==> config.mk <==
export PLATFORM = sky130hd
export DESIGN_NAME = rfem_ctrl
export DESIGN_NICKNAME = d
export VERILOG_FILES = /design/src/rtl/core/rfem_pkg.sv /design/src/rtl/core/rfem_ctrl.sv
export VERILOG_INCLUDE_DIRS = /design/src /design/src/rtl/core
export SDC_FILE = /design/constraint.sdc
export NUM_CORES = 1
export LEC_CHECK = 0
export ABC_CLOCK_PERIOD_IN_PS = 1100
export BUFFER_PORTS_ARGS = -buffer_cell sky130_fd_sc_hd__buf_2
export CAP_MARGIN = 20
export CORE_AREA = 2 2 39 41
export DETAILED_ROUTE_END_ITERATION = 8
export DIE_AREA = 0 0 41 43
export GPL_TIMING_DRIVEN = 0
export HOLD_SLACK_MARGIN = 0.12
export RECOVER_POWER = 50
export SKIP_LAST_GASP = 1
export SYNTH_ARGS = -nofsm -noshare
export SYNTH_HDL_FRONTEND = slang
export SYNTH_SLANG_ARGS = --single-unit
==> constraint.sdc <==
create_clock -name aclk -period 1.1 [get_ports aclk]
set_input_delay 0.055 -clock aclk [delete_from_list [all_inputs] [get_ports aclk]]
set_output_delay 0.055 -clock aclk [all_outputs]
set_load 0.02 [all_outputs]
==> src/rtl/core/rgb_frame_effects_mirror_assert.svh <==
// Assertion macros shared by the frame effects block.
// Each macro takes a label, the clock, the active-low reset, a condition and a consequence.
`ifndef RGB_FRAME_EFFECTS_MIRROR_ASSERT_SVH
`define RGB_FRAME_EFFECTS_MIRROR_ASSERT_SVH

// The consequence must hold in the same cycle as the condition.
`define RFEM_ASSERT_NOW(label, clk, rstn, ante, cons) \
    label: assert property (@(posedge clk) disable iff (!rstn) (ante) |-> (cons)) \
        else $error("rfem assertion failed");

// The consequence must hold in the cycle after the condition.
`define RFEM_ASSERT_NEXT(label, clk, rstn, ante, cons) \
    label: assert property (@(posedge clk) disable iff (!rstn) (ante) |=> (cons)) \
        else $error("rfem assertion failed");

`endif

==> src/rtl/core/rfem_pkg.sv <==
package rfem_pkg;

    // Frame geometry.
    localparam int MAX_WIDTH   = 64;
    localparam int MAX_HEIGHT  = 64;
    localparam int STORE_DEPTH = MAX_WIDTH * MAX_HEIGHT;
    localparam int POS_W       = $clog2(STORE_DEPTH);
    localparam int TOT_W       = $clog2(STORE_DEPTH + 1);
    localparam int COL_W       = $clog2(MAX_WIDTH);
    localparam int ROW_W       = $clog2(MAX_HEIGHT);
    localparam int DIM_W       = 7;
    localparam int CNT_W       = $clog2(POS_W);

    // Pixel format.
    localparam int CH_W = 8;
    localparam int PIX_W = 3 * CH_W;
    localparam logic [CH_W-1:0] FULL_SCALE   = 8'd255;
    localparam logic [CH_W-1:0] CONTRAST_MID = FULL_SCALE / 2;

    // Division of the channel sum by three as a multiply by a reciprocal.
    // The result is exact for sums below 2048.
    localparam int SUM_W     = CH_W + 2;
    localparam int AVG_MUL_W = 10;
    localparam int AVG_SHIFT = 11;
    localparam logic [AVG_MUL_W-1:0] AVG_MUL = 10'd683;

    // Configuration port.
    localparam int CFG_IDX_W  = 3;
    localparam int CFG_DATA_W = DIM_W;

    localparam logic [CFG_IDX_W-1:0] REG_GRAYSCALE   = 3'd0;
    localparam logic [CFG_IDX_W-1:0] REG_NEGATE      = 3'd1;
    localparam logic [CFG_IDX_W-1:0] REG_FLATTEN     = 3'd2;
    localparam logic [CFG_IDX_W-1:0] REG_CONTRAST    = 3'd3;
    localparam logic [CFG_IDX_W-1:0] REG_MIRROR_H    = 3'd4;
    localparam logic [CFG_IDX_W-1:0] REG_MIRROR_V    = 3'd5;
    localparam logic [CFG_IDX_W-1:0] REG_IMAGE_WIDTH = 3'd6;
    localparam logic [CFG_IDX_W-1:0] REG_IMAGE_HEIGHT = 3'd7;

    // Commands from the controller to the datapath.
    typedef struct packed {
        logic capture;
        logic calc;
        logic load;
        logic norm;
        logic div_step;
        logic addr;
        logic mem_rd;
    } ctrl_cmd_t;

    // Status from the datapath to the controller.
    typedef struct packed {
        logic is_read;
        logic need_div;
        logic div_last;
    } ctrl_stat_t;

endpackage

==> src/rtl/core/rfem_ctrl.sv <==
`include "rgb_frame_effects_mirror_assert.svh"

module rfem_ctrl (
    input  logic                  aclk,
    input  logic                  aresetn,
    input  logic                  s_valid,
    output logic                  s_ready,
    output logic                  m_valid,
    input  logic                  m_ready,
    input  rfem_pkg::ctrl_stat_t  stat,
    output rfem_pkg::ctrl_cmd_t   cmd
);
    import rfem_pkg::*;

    typedef enum logic [2:0] {
        ST_IDLE,
        ST_CALC,
        ST_LOAD,
        ST_CHECK,
        ST_DIV,
        ST_ADDR,
        ST_MEM,
        ST_OUT
    } state_t;

    state_t state_reg;
    logic   s_ready_reg;
    logic   m_valid_reg;

    assign s_ready = s_ready_reg;
    assign m_valid = m_valid_reg;

    // Decode the datapath commands from the current state.
    always_comb begin
        cmd          = '0;
        cmd.capture  = (state_reg == ST_IDLE) && s_valid && s_ready_reg;
        cmd.calc     = (state_reg == ST_CALC);
        cmd.load     = (state_reg == ST_LOAD);
        cmd.norm     = (state_reg == ST_CHECK);
        cmd.div_step = (state_reg == ST_DIV);
        cmd.addr     = (state_reg == ST_ADDR);
        cmd.mem_rd   = (state_reg == ST_MEM);
    end

    // Sequencer with registered handshake outputs.
    always_ff @(posedge aclk) begin
        if (!aresetn) begin
            state_reg   <= ST_IDLE;
            s_ready_reg <= 1'b1;
            m_valid_reg <= 1'b0;
        end else begin
            case (state_reg)
                ST_IDLE: begin
                    if (s_valid && s_ready_reg) begin
                        state_reg   <= ST_CALC;
                        s_ready_reg <= 1'b0;
                    end
                end
                ST_CALC: begin
                    state_reg <= stat.is_read ? ST_CHECK : ST_LOAD;
                end
                ST_LOAD: begin
                    state_reg   <= ST_IDLE;
                    s_ready_reg <= 1'b1;
                end
                ST_CHECK: begin
                    state_reg <= stat.need_div ? ST_DIV : ST_ADDR;
                end
                ST_DIV: begin
                    if (stat.div_last) begin
                        state_reg <= ST_ADDR;
                    end
                end
                ST_ADDR: begin
                    state_reg <= ST_MEM;
                end
                ST_MEM: begin
                    state_reg   <= ST_OUT;
                    m_valid_reg <= 1'b1;
                end
                ST_OUT: begin
                    if (m_ready) begin
                        state_reg   <= ST_IDLE;
                        m_valid_reg <= 1'b0;
                        s_ready_reg <= 1'b1;
                    end
                end
                default: begin
                    state_reg   <= ST_IDLE;
                    s_ready_reg <= 1'b1;
                    m_valid_reg <= 1'b0;
                end
            endcase
        end
    end

    // The block never offers a result while it can take a new word.
    `RFEM_ASSERT_NOW(a_ready_excludes_valid, aclk, aresetn, s_ready_reg, !m_valid_reg)
    // An accepted word always starts the shared calculation step.
    `RFEM_ASSERT_NEXT(a_accept_starts_calc, aclk, aresetn, s_valid && s_ready_reg, !s_ready_reg && state_reg == ST_CALC)
    // A result appears only after the frame store was read.
    `RFEM_ASSERT_NOW(a_valid_after_mem, aclk, aresetn, $rose(m_valid_reg), $past(state_reg) == ST_MEM)
    // The divider hands over to address generation on its final step.
    `RFEM_ASSERT_NEXT(a_div_exit, aclk, aresetn, state_reg == ST_DIV && stat.div_last, state_reg == ST_ADDR)

endmodule

## Word level (Yosys, flattened, before mapping)

Index checks and enable logic that the tools add are counted.

- Register bits after elaboration: 5
- Input bits: 7
- Output and inout bits: 9
- Word-level logic and storage cells: 33

- Equality and inequality tests: 10
- Multiplexer cells: 11
- Reduce and logical (&&, ||, !) cells: 9

Operators with widths:

| operator | count |
|---|---|
| $pmux W3 S8 | 1 |
| $eq A3 B3 Y1 const B | 4 |
| $mux W3 | 3 |
| $eq A3 B2 Y1 const B | 2 |
| $reduce_and A3 Y1 | 2 |
| $mux W1 | 5 |
| $ne A2 B2 Y1 const B | 2 |
| $eq A3 B1 Y1 const B | 1 |
| $logic_and A1 B1 Y1 | 3 |
| $logic_not A3 Y1 | 1 |
| $pmux W1 S3 | 1 |
| $reduce_bool A3 Y1 | 1 |
| $ne A2 B1 Y1 const B | 1 |
| $pmux W1 S2 | 1 |
| $reduce_and A2 Y1 | 1 |
| $reduce_bool A2 Y1 | 1 |

## Longest topological paths before layout

Gate-level depths: netlist of the first run.

- Depth after elaboration: 3
- Gate-level depth with buffers: 4
- Gate-level depth less buffers: 3

## Worst setup path after synthesis of the first run

Ideal clock, no wire load.

- Path kind: reg-to-output
- Start point: register state_reg[2]
- End point: output cmd[2] (netlist name)
- Arrival time: 1.133 ns
- Required time: 1.045 ns
- Path slack: -0.088 ns
- Stages on the path, launching flop included: 3
- Buffers on the path: 1
- Cell sequence: dfxtp_1 -> buf_4 -> nor3b_1

RTL lines:

| what | RTL line | RTL |
|---|---|---|
| from (decl) | rfem_ctrl.sv:26 | `state_t state_reg;` |
| from (signal assigned) | rfem_ctrl.sv:60 | `state_reg <= stat.is_read ? ST_CHECK : ST_LOAD;` |
| from (signal assigned) | rfem_ctrl.sv:67 | `state_reg <= stat.need_div ? ST_DIV : ST_ADDR;` |
| to (decl) | rfem_ctrl.sv:11 | `output rfem_pkg::ctrl_cmd_t cmd` |

==> results.yml, run 1 <==
run_status:
  status: "finished, violations left"
  violations: "negative setup slack"
timing:
  rsz0062_at_grt: "yes"
  tightestPinTransition_ps: 245
  max_slew_margin_pct: 83.7
  layout_min_cycle_time_ps: 1170
  period_share_pct: 106
  skew_ps: 0.934
  drv_slew: 0
  layout_setup_ws_ps: -65.8
  hold_viol: 0
  max_freq_mhz: 858
  setup_viol: 6
floorplan:
  io_pins: 16
  design.die.area_mm2: 0.00176
  num_rows: 14
  start_util_pct: 25.0
  fp.dieH_um: 43
  die_w_um: 41
  coreArea_mm2: 0.00138
place:
  port_buffers: 15
  place_congestion: 0.740
  dpl_worst_slack_ps: 59.1
  placed_cells: 73
pwr:
  power_frac_seq_pct: 24.9
  p_sw_share_pct: 37.4
  leakagePower_uw: 0.000306
  ir_drop_mv: 0.821
  p_per_area_mw_per_mm2: 1700
  power.net_switching_uw: 412
  internal-power_uw: 689
  clockPowerShare_pct: 20.0
  combPwrFrac_pct: 55.2
logic_synthesis:
  synth-adder-area-share_pct: 0
  synthMuxAreaShare_pct: 0
  syn-cell-area_um2: 347
  ys_top_cells_by_count: "dfxtp_1, nand2_1, inv_1, nand2b_1"
  synth_top_area_cell: "dfxtp_1"
  avgSynthCellArea_um2: 8.25
  synth_edf_count: 0
  async_flop_share_pct: 0
  syn_inst: 42
  synth.top_cell.area_share_pct: 28.9
  seq_area_frac_synth_pct: 28.9
  synth_flop_cell: "dfxtp_1"
  synth_compound_area_share_pct: 22.4
  synth_warnings: 0
  synthXorXnorAreaFrac_pct: 0
  yosysUniqueCellTypes: 25
  synth_top_family_by_area: "simple AND/OR/NAND/NOR gates"
  synth_simple_gate_area_share_pct: 37.9
  synth_area_leaders: "dfxtp_1, nand2_1, nand2b_1, a32oi_2, buf_4"
  ys_ff_latch: 5
  synth_nets: 49
route:
  vias_per_cell: 4.51
  drt-total-wl_um: 1020
  vias: 401
  drt_pre_antenna_iters: 3
  wl_per_cell_um: 11.4
  drc_errors: 0
  drtIter0Drc: 4
  antenna_left: 0
final_layout:
  insertedDiodeCount: 0
  fin_cells: 89
  nets: 81
  largest_reg_flops: 3
  synthToLayoutAreaGrowth_pct: 86.6
  fillers: 133
  drive_gt1_share_pct: 57.5
global_routing:
  grt_max_degree: 11
  first_global_vias: 328
  antenna_found_initial: 0
  globalRouteOverflowTotal: 0
  grt_pass1_wl_um: 1280
  track_usage_pct: 11.3
worst_setup_path:
  worstSetupEndpointType: "output pin"
  cpLargestDelayFamily: "flip-flops"
  critPathRequiredTime_ps: 1040
  startpoint_type: "flop"
  crit_path_top_delay_cell: "dfxtp_4"
  crit_fanout: 5
  slowest_delay_ps: 350
  cp.arrival_ps: 1110
  path_cells: "nand3b_1 > nor3_1 > buf_2"
  worstSetupPathType: "reg -> out"
  critPathBufInv: 1
clock_tree:
  clock-sinks: 5
  cts_tree: "yes"
  numCtsBuffers: 3
  clock-root-buffer: "clkbuf_4"
  clk_latency_ps: 250
  clock_path_buffers: 2
  htree_levels: 1
  clk_pin_slew_worst_paths_ps: 50
min_path:
  holdCritPathClass: "in -> reg"
job:
  cap_violations: 0
what timing repair did:
| item | 4_1_cts | 5_1_grt |
|---|---|---|
| hold endpoints to repair | 5 | 0 |
| pin swaps | 0 | 5 |
| gates cloned | 0 | 2 |
| hold buffers | 3 | 0 |
| buffers inserted | 5 | 2 |
| resized for setup | 13 | 13 |
| endpoints found under the setup margin | 7 | 8 |
final cells by class:
class	instances	area (um^2)	area share [%]
clock buffer	4	26.3	4.06
tap	16	20.0	3.09
inverter	3	11.3	1.74
buffer	3	37.5	5.80
multi-input combinational	31	244	37.7
sequential	5	109	16.8
timing repair buffer	27	199	30.8
worst reg2reg max path: cells and delay by family (launching register included):
| family | cells | cell delay, ps |
|---|---|---|
| simple gates | 2 | 160 |
| flops | 1 | 350 |
| compound gates | 1 | 210 |
| buf+inv | 2 | 280 |
cell usage in the layout (no fill, tap or decap), types with 2 or more instances in the layout:
master         instances
nand2_1                4
dlygate4sd3_1          3
inv_1                  3
o21a_1                 2
buf_6                  7
buf_4                  8
clkbuf_4               3
dfxtp_1                2
dfxtp_4                2
o21ai_0                2
nor2b_4                3
clkbuf_1               3
nand2b_1               3
buf_2                  9
power groups by stage:
stage	Sequential [uW]	Clock (uW)	Combinational, uW
after global placement	257	0	401
after detailed placement	258	0	404
after floorplan	263	0	295
after CTS	270	228	499
final	274	220	608
after global routing	279	241	654
final timing paths:
check | slack [ps] | cells after the start | startpoint | endpoint
min reg2reg | 520 | 2 | s_ready | s_ready
min | 120 | 4 | s_valid | s_ready
max reg2reg | 0 | 5 | state_reg[2] | state_reg[0]
max | -70 | 3 | state_reg[2] | cmd[6]
layer usage:
layer	track usage [%]	share of wire [%]	wire, um	vias to the layer above
li1	-	-	-	208
met1	13.7	45	456	180
met2	16.3	48	487	11
met3	1.57	5.2	53	2
met4	10.0	1.9	19	0
met5	0	0	0	-
through the flow:
stage / area [um^2] / TNS, ps / utilization (%) / total power, uW / hold slack [ps]
3_3_place_gp: 449 / 0 / 32.5 / 657 / 294
4_1_cts: 578 / -170 / 41.8 / 998 / 122
2_1_floorplan: 354 / 0 / - / 557 / 127
6_report: 647 / -147 / 46.7 / 1100 / 122
3_5_place_dp: 449 / 0 / 32.5 / 662 / 289
5_1_grt: 647 / -513 / 46.7 / 1170 / 140
cells by family (layout without fill, tap and decap cells):
family          after synthesis  in the layout
compound gates               10             10
buf+inv                       6             37
flops                         5              5
simple gates                 21             21
No activity file was read; power rests on OpenSTA's default activity.
==> run 2, diff against run 1 <==
PLACE_DENSITY = 0.49   (was default)
==> run 2 against run 1 <==
Against the previous run:
- the flow still finishes with violations (negative setup slack)
- fmax rose by 2.4%
- core utilization rose by 1.9 points
- routed wire length rose by 2.2%
- die area did not move
- non-clock buffer count rose by 3
- via count rose by 3.0%
- clock power rose by 2%
- sequential share of layout area fell by 0.66 points
- global-route usage rose by 3.4 points
- count of clock-buffer cells in the layout did not move
- first-iteration DRC count rose to 3.5 times the previous value
- largest cell class is now buffers
- largest power group unchanged
==> results.yml, run 2 (synthesis gave the netlist of run 1 again) <==
final_layout:
  multi_input_area_um2: 231
  insertedDiodeCount: 0
  largest_reg_flops: 3
  layout_commonest_cell: "buf_4"
  mostFrequentLayoutCells: "buf_4, buf_6, buf_2"
  fin_util_pct: 48.6
  nets: 84
  synthToLayoutAreaGrowth_pct: 94.2
  final-seq-area_um2: 109
  drive_gt1_share_pct: 60.5
  fillers: 138
clock_tree:
  clk_latency_ps: 250
  numCtsBuffers: 3
  clock-sinks: 5
  cts_tree: "yes"
  clock_path_buffers: 2
  clock-root-buffer: "clkbuf_4"
  clk_pin_slew_worst_paths_ps: 50
  htree_levels: 1
floorplan:
  coreArea_mm2: 0.00138
  fp.dieH_um: 43
  design.die.area_mm2: 0.00176
  die_w_um: 41
  num_rows: 14
  start_util_pct: 25.0
  io_pins: 16
route:
  vias_per_cell: 4.49
  vias: 413
  drt-total-wl_um: 1040
  drtIter0Drc: 14
  drt_pre_antenna_iters: 4
  antenna_left: 0
  drc_errors: 0
  wl_per_cell_um: 11.3
worst_setup_path:
  cp.arrival_ps: 1080
  worstSetupEndpointType: "output pin"
  crit_fanout: 5
  startpoint_type: "flop"
  critPathRequiredTime_ps: 1040
  worstSetupPathType: "reg -> out"
place:
  port_buffers: 15
  place_congestion: 0.684
  dp_hpwl_um: 578
timing:
  setup_viol: 6
  max_freq_mhz: 879
  rsz0062_at_grt: "yes"
  layout_setup_ws_ps: -37.9
  hold_slack_ps: 148
  final.setup.tns_ps: -162
  max_slew_margin_pct: 83.9
  hold_viol: 0
  period_share_pct: 103
  drv_slew: 0
  layout_min_cycle_time_ps: 1140
  skew_ps: 2.58
  tightestPinTransition_ps: 243
pwr:
  p_per_area_mw_per_mm2: 1650
  power_uw: 1110
  p_sw_share_pct: 37.1
  combPwrFrac_pct: 55.1
  leakagePower_uw: 0.000316
  ir_drop_mv: 0.721
  power.net_switching_uw: 413
  clockPowerShare_pct: 20.2
  internal-power_uw: 700
  power_frac_seq_pct: 24.7
global_routing:
  globalRouteOverflowTotal: 0
  first_global_vias: 409
  track_usage_pct: 14.7
  grt_pass1_wl_um: 1730
  grt_max_degree: 9
  antenna_found_initial: 0
run_status:
  status: "finished, violations left"
  violations: "negative setup slack"
job:
  cap_violations: 0
min_path:
  holdCritPathClass: "in -> reg"
[run 2: routing by layer]
metal / wire, um / part of all wire, % / track usage, %
met3: 82 / 7.9 / 5.24
met5: 0 / 0 / 0
met1: 445 / 43 / 18.4
met4: 10 / 0.96 / 8.00
met2: 498 / 48 / 20.9
[run 2: critical path, stage by stage (launching register included)]
cell and delay, ps:
dfxtp_4 360, nand3b_1 170, nor3_1 120, buf_2 180
[run 2: final cells by class]
cell class	instances	area share (%)
inverter	3	1.67
timing repair buffer	30	35.9
tap	16	2.97
buffer	3	5.02
multi-input combinational	31	34.4
sequential	5	16.2
clock buffer	4	3.90
[run 2: path summary, 6_finish.rpt]
kind / cells after the start / slack, ps / from / endpoint
setup / recovery: 3 / -40 / state_reg[2] / cmd[6]
hold / removal: 4 / 150 / s_valid / s_ready
setup reg to reg: 5 / -30 / state_reg[2] / state_reg[0]
hold reg to reg: 2 / 550 / s_ready / s_ready
[run 2: stage by stage]
| stage | setup slack [ps] | std cells | instance area, um^2 |
|---|---|---|---|
| global placement | 47.9 | 73 | 449 |
| finish | -37.9 | 92 | 673 |
| floorplan | 9.41 | 42 | 354 |
| global route | -116 | 92 | 673 |
| CTS | -49.4 | 89 | 637 |
| detailed placement | 44.4 | 73 | 449 |
[run 2: power by group through the flow]
stage / Combinational, uW / Clock, uW / Sequential (uW)
floorplan: 295 / 0 / 263
global placement: 405 / 0 / 257
detailed placement: 405 / 0 / 257
CTS: 577 / 226 / 273
global route: 663 / 250 / 284
finish: 613 / 225 / 275
[run 2: repair_timing]
action / in CTS / in global routing
gates resized for setup: 21 / 5
hold buffers: 3 / 0
setup endpoints to repair: 7 / 8
endpoints found under the hold margin: 5 / 0
buffers inserted: 8 / 3
pin swaps: 3 / 3
gates cloned: 1 / 0
==> run 3, diff against run 2 <==
CTS_BUF_LIST = sky130_fd_sc_hd__clkbuf_16   (was default)
==> run 3 against run 2 <==
Against the previous run:
- sequential share of layout area decreased by 0.12 points
- the flow still finishes with violations (negative setup slack)
- global-route usage fell by 0.30 points
- core utilization increased by 0.36 points
- die area unchanged
- clock power grew to 2.6 times the previous value
- sequential cell count stayed put
==> results.yml, run 3 (synthesis gave the netlist of run 1 again) <==
worst_setup_path:
  worstSetupPathType: "reg -> reg"
  reg2reg_from: "state_reg[2]"
  cp.arrival_ps: 1280
  startpoint: "state_reg[2]"
  endpoint: "state_reg[0]"
  crit_fanout: 6
  startpoint_type: "flop"
  reg2reg_depth: 5
  crit_path_top_delay_cell: "dfxtp_4"
  slowest_delay_ps: 350
  path_cells: "buf_6 > buf_6 > buf_6 > a32oi_2 > o2111a_1"
  critPathMostFrequentCell: "buf_6"
  r2r_setup_slack_ps: -30
  critPathRequiredTime_ps: 1260
  worstSetupEndpointType: "flop"
  r2r-end: "state_reg[0]"
timing:
  skew_ps: 1.45
  tightestPinTransition_ps: 243
  layout_setup_ws_ps: -25.5
  hold_viol: 0
  rsz0062_at_grt: "yes"
  layout_min_cycle_time_ps: 1130
  drv_slew: 0
  period_share_pct: 102
  max_freq_mhz: 889
  max_slew_margin_pct: 83.9
  setup_viol: 3
final_layout:
  synthToLayoutAreaGrowth_pct: 95.7
  nets: 78
  drive_gt1_share_pct: 60.0
  layout_commonest_cell: "buf_6"
  mostFrequentLayoutCells: "buf_6, buf_2, buf_4"
  final-seq-area_um2: 109
  largest_reg_flops: 3
  multi_input_area_um2: 243
  insertedDiodeCount: 0
  fillers: 126
  final_cell_area_um2: 678
clock_tree:
  clock_path_buffers: 2
  htree_levels: 1
  clock-sinks: 5
  clk_latency_ps: 230
  cts_tree: "yes"
  clk_pin_slew_worst_paths_ps: 30
  clock-root-buffer: "clkbuf_16"
  numCtsBuffers: 3
global_routing:
  first_global_vias: 370
  track_usage_pct: 14.4
  antenna_found_initial: 0
  grt_max_degree: 9
  grtUsageMet3_pct: 3.66
  grt_util_met2_pct: 20.0
  top_usage_layer: "met2"
  grt.met1_usage_pct: 17.4
  globalRouteOverflowTotal: 0
  grt_pass1_wl_um: 1630
pwr:
  power.net_switching_uw: 438
  ir_drop_mv: 0.745
  power_frac_seq_pct: 18.9
  combPwrFrac_pct: 40.1
  clockPowerShare_pct: 41.0
  p_per_area_mw_per_mm2: 2130
  internal-power_uw: 1000
  leakagePower_uw: 0.000315
  p_sw_share_pct: 30.4
  power_uw: 1440
route:
  vias: 398
  drt-total-wl_um: 1010
  vias_per_cell: 4.63
  drt_pre_antenna_iters: 4
  wl_per_cell_um: 11.8
  drc_errors: 0
  drtIter0Drc: 7
  antenna_left: 0
floorplan:
  design.die.area_mm2: 0.00176
  die_w_um: 41
  start_util_pct: 25.0
  io_pins: 16
  num_rows: 14
  fp.dieH_um: 43
  coreArea_mm2: 0.00138
min_path:
  holdCritPathClass: "in -> reg"
  hp-start: "stat[2]"
place:
  dpl-instance-area_um2: 449
  port_buffers: 15
  place_congestion: 0.684
  dp_hpwl_um: 578
job:
  cap_violations: 0
run_status:
  status: "finished, violations left"
  violations: "negative setup slack"
run 3: cell types whose count changed in the layout (fill, tap and decap cells not counted), sizes merged:
cell	before	now
buf	29	25
clkbuf	5	4
dlygate4sd3	3	1
inv	3	4
run 3: power groups by stage:
stage,clock network (uW),registers [uW],logic [uW]
CTS,604,270,524
detailed placement,0,257,405
global route,620,282,620
floorplan,0,263,295
global placement,0,257,405
finish,592,272,579
run 3: area by class of cell:
class	count	share of cell area [%]
tap	16	2.95
clock buffer	3	11.1
timing repair buffer	24	26.9
multi-input combinational	31	35.8
sequential	5	16.1
inverter	3	1.66
clock inverter	1	0.554
buffer	3	4.98
run 3: metrics by stage:
step	cells	hold WS (ps)	setup slack, ps	utilization, %	TNS (ps)
after global routing	86	142	-68.1	49.0	-307
after detailed placement	73	291	44.4	32.5	0
after floorplan	42	127	9.41	-	0
after global placement	73	298	47.9	32.5	0
final	86	133	-25.5	49.0	-34.1
after CTS	85	122	-17.3	45.8	-40.0
run 3: worst max-delay path, delay by kind of cell, from the launching register on:
kind,cells,cell delay [ps]
buf+inv,3,350
flops,1,350
compound gates,2,360
run 3: worst min-delay path by stage:
stage                    to  slack (ps)  depth (start not counted)
5_1_grt        state_reg[0]         140                          2
4_1_cts        state_reg[0]         120                          2
3_5_place_dp        s_ready         290                          2
6_report       state_reg[0]         130                          2
2_1_floorplan       s_ready         130                          1
3_3_place_gp        s_ready         300                          2
run 3: per-layer routing:
metal / share of wire [%] / vias up
li1: - / 201
met1: 43 / 186
met2: 51 / 9
met3: 3.9 / 2
met4: 2.5 / 0
met5: 0 / -
run 3: repair_timing:
item / CTS / global route
endpoints found under the hold margin: 5 / 0
buffers inserted: 6 / 1
pin swaps: 4 / 4
hold buffers: 1 / 0
resized for setup: 18 / 10
setup endpoints to repair: 7 / 10
gates cloned: 1 / 0
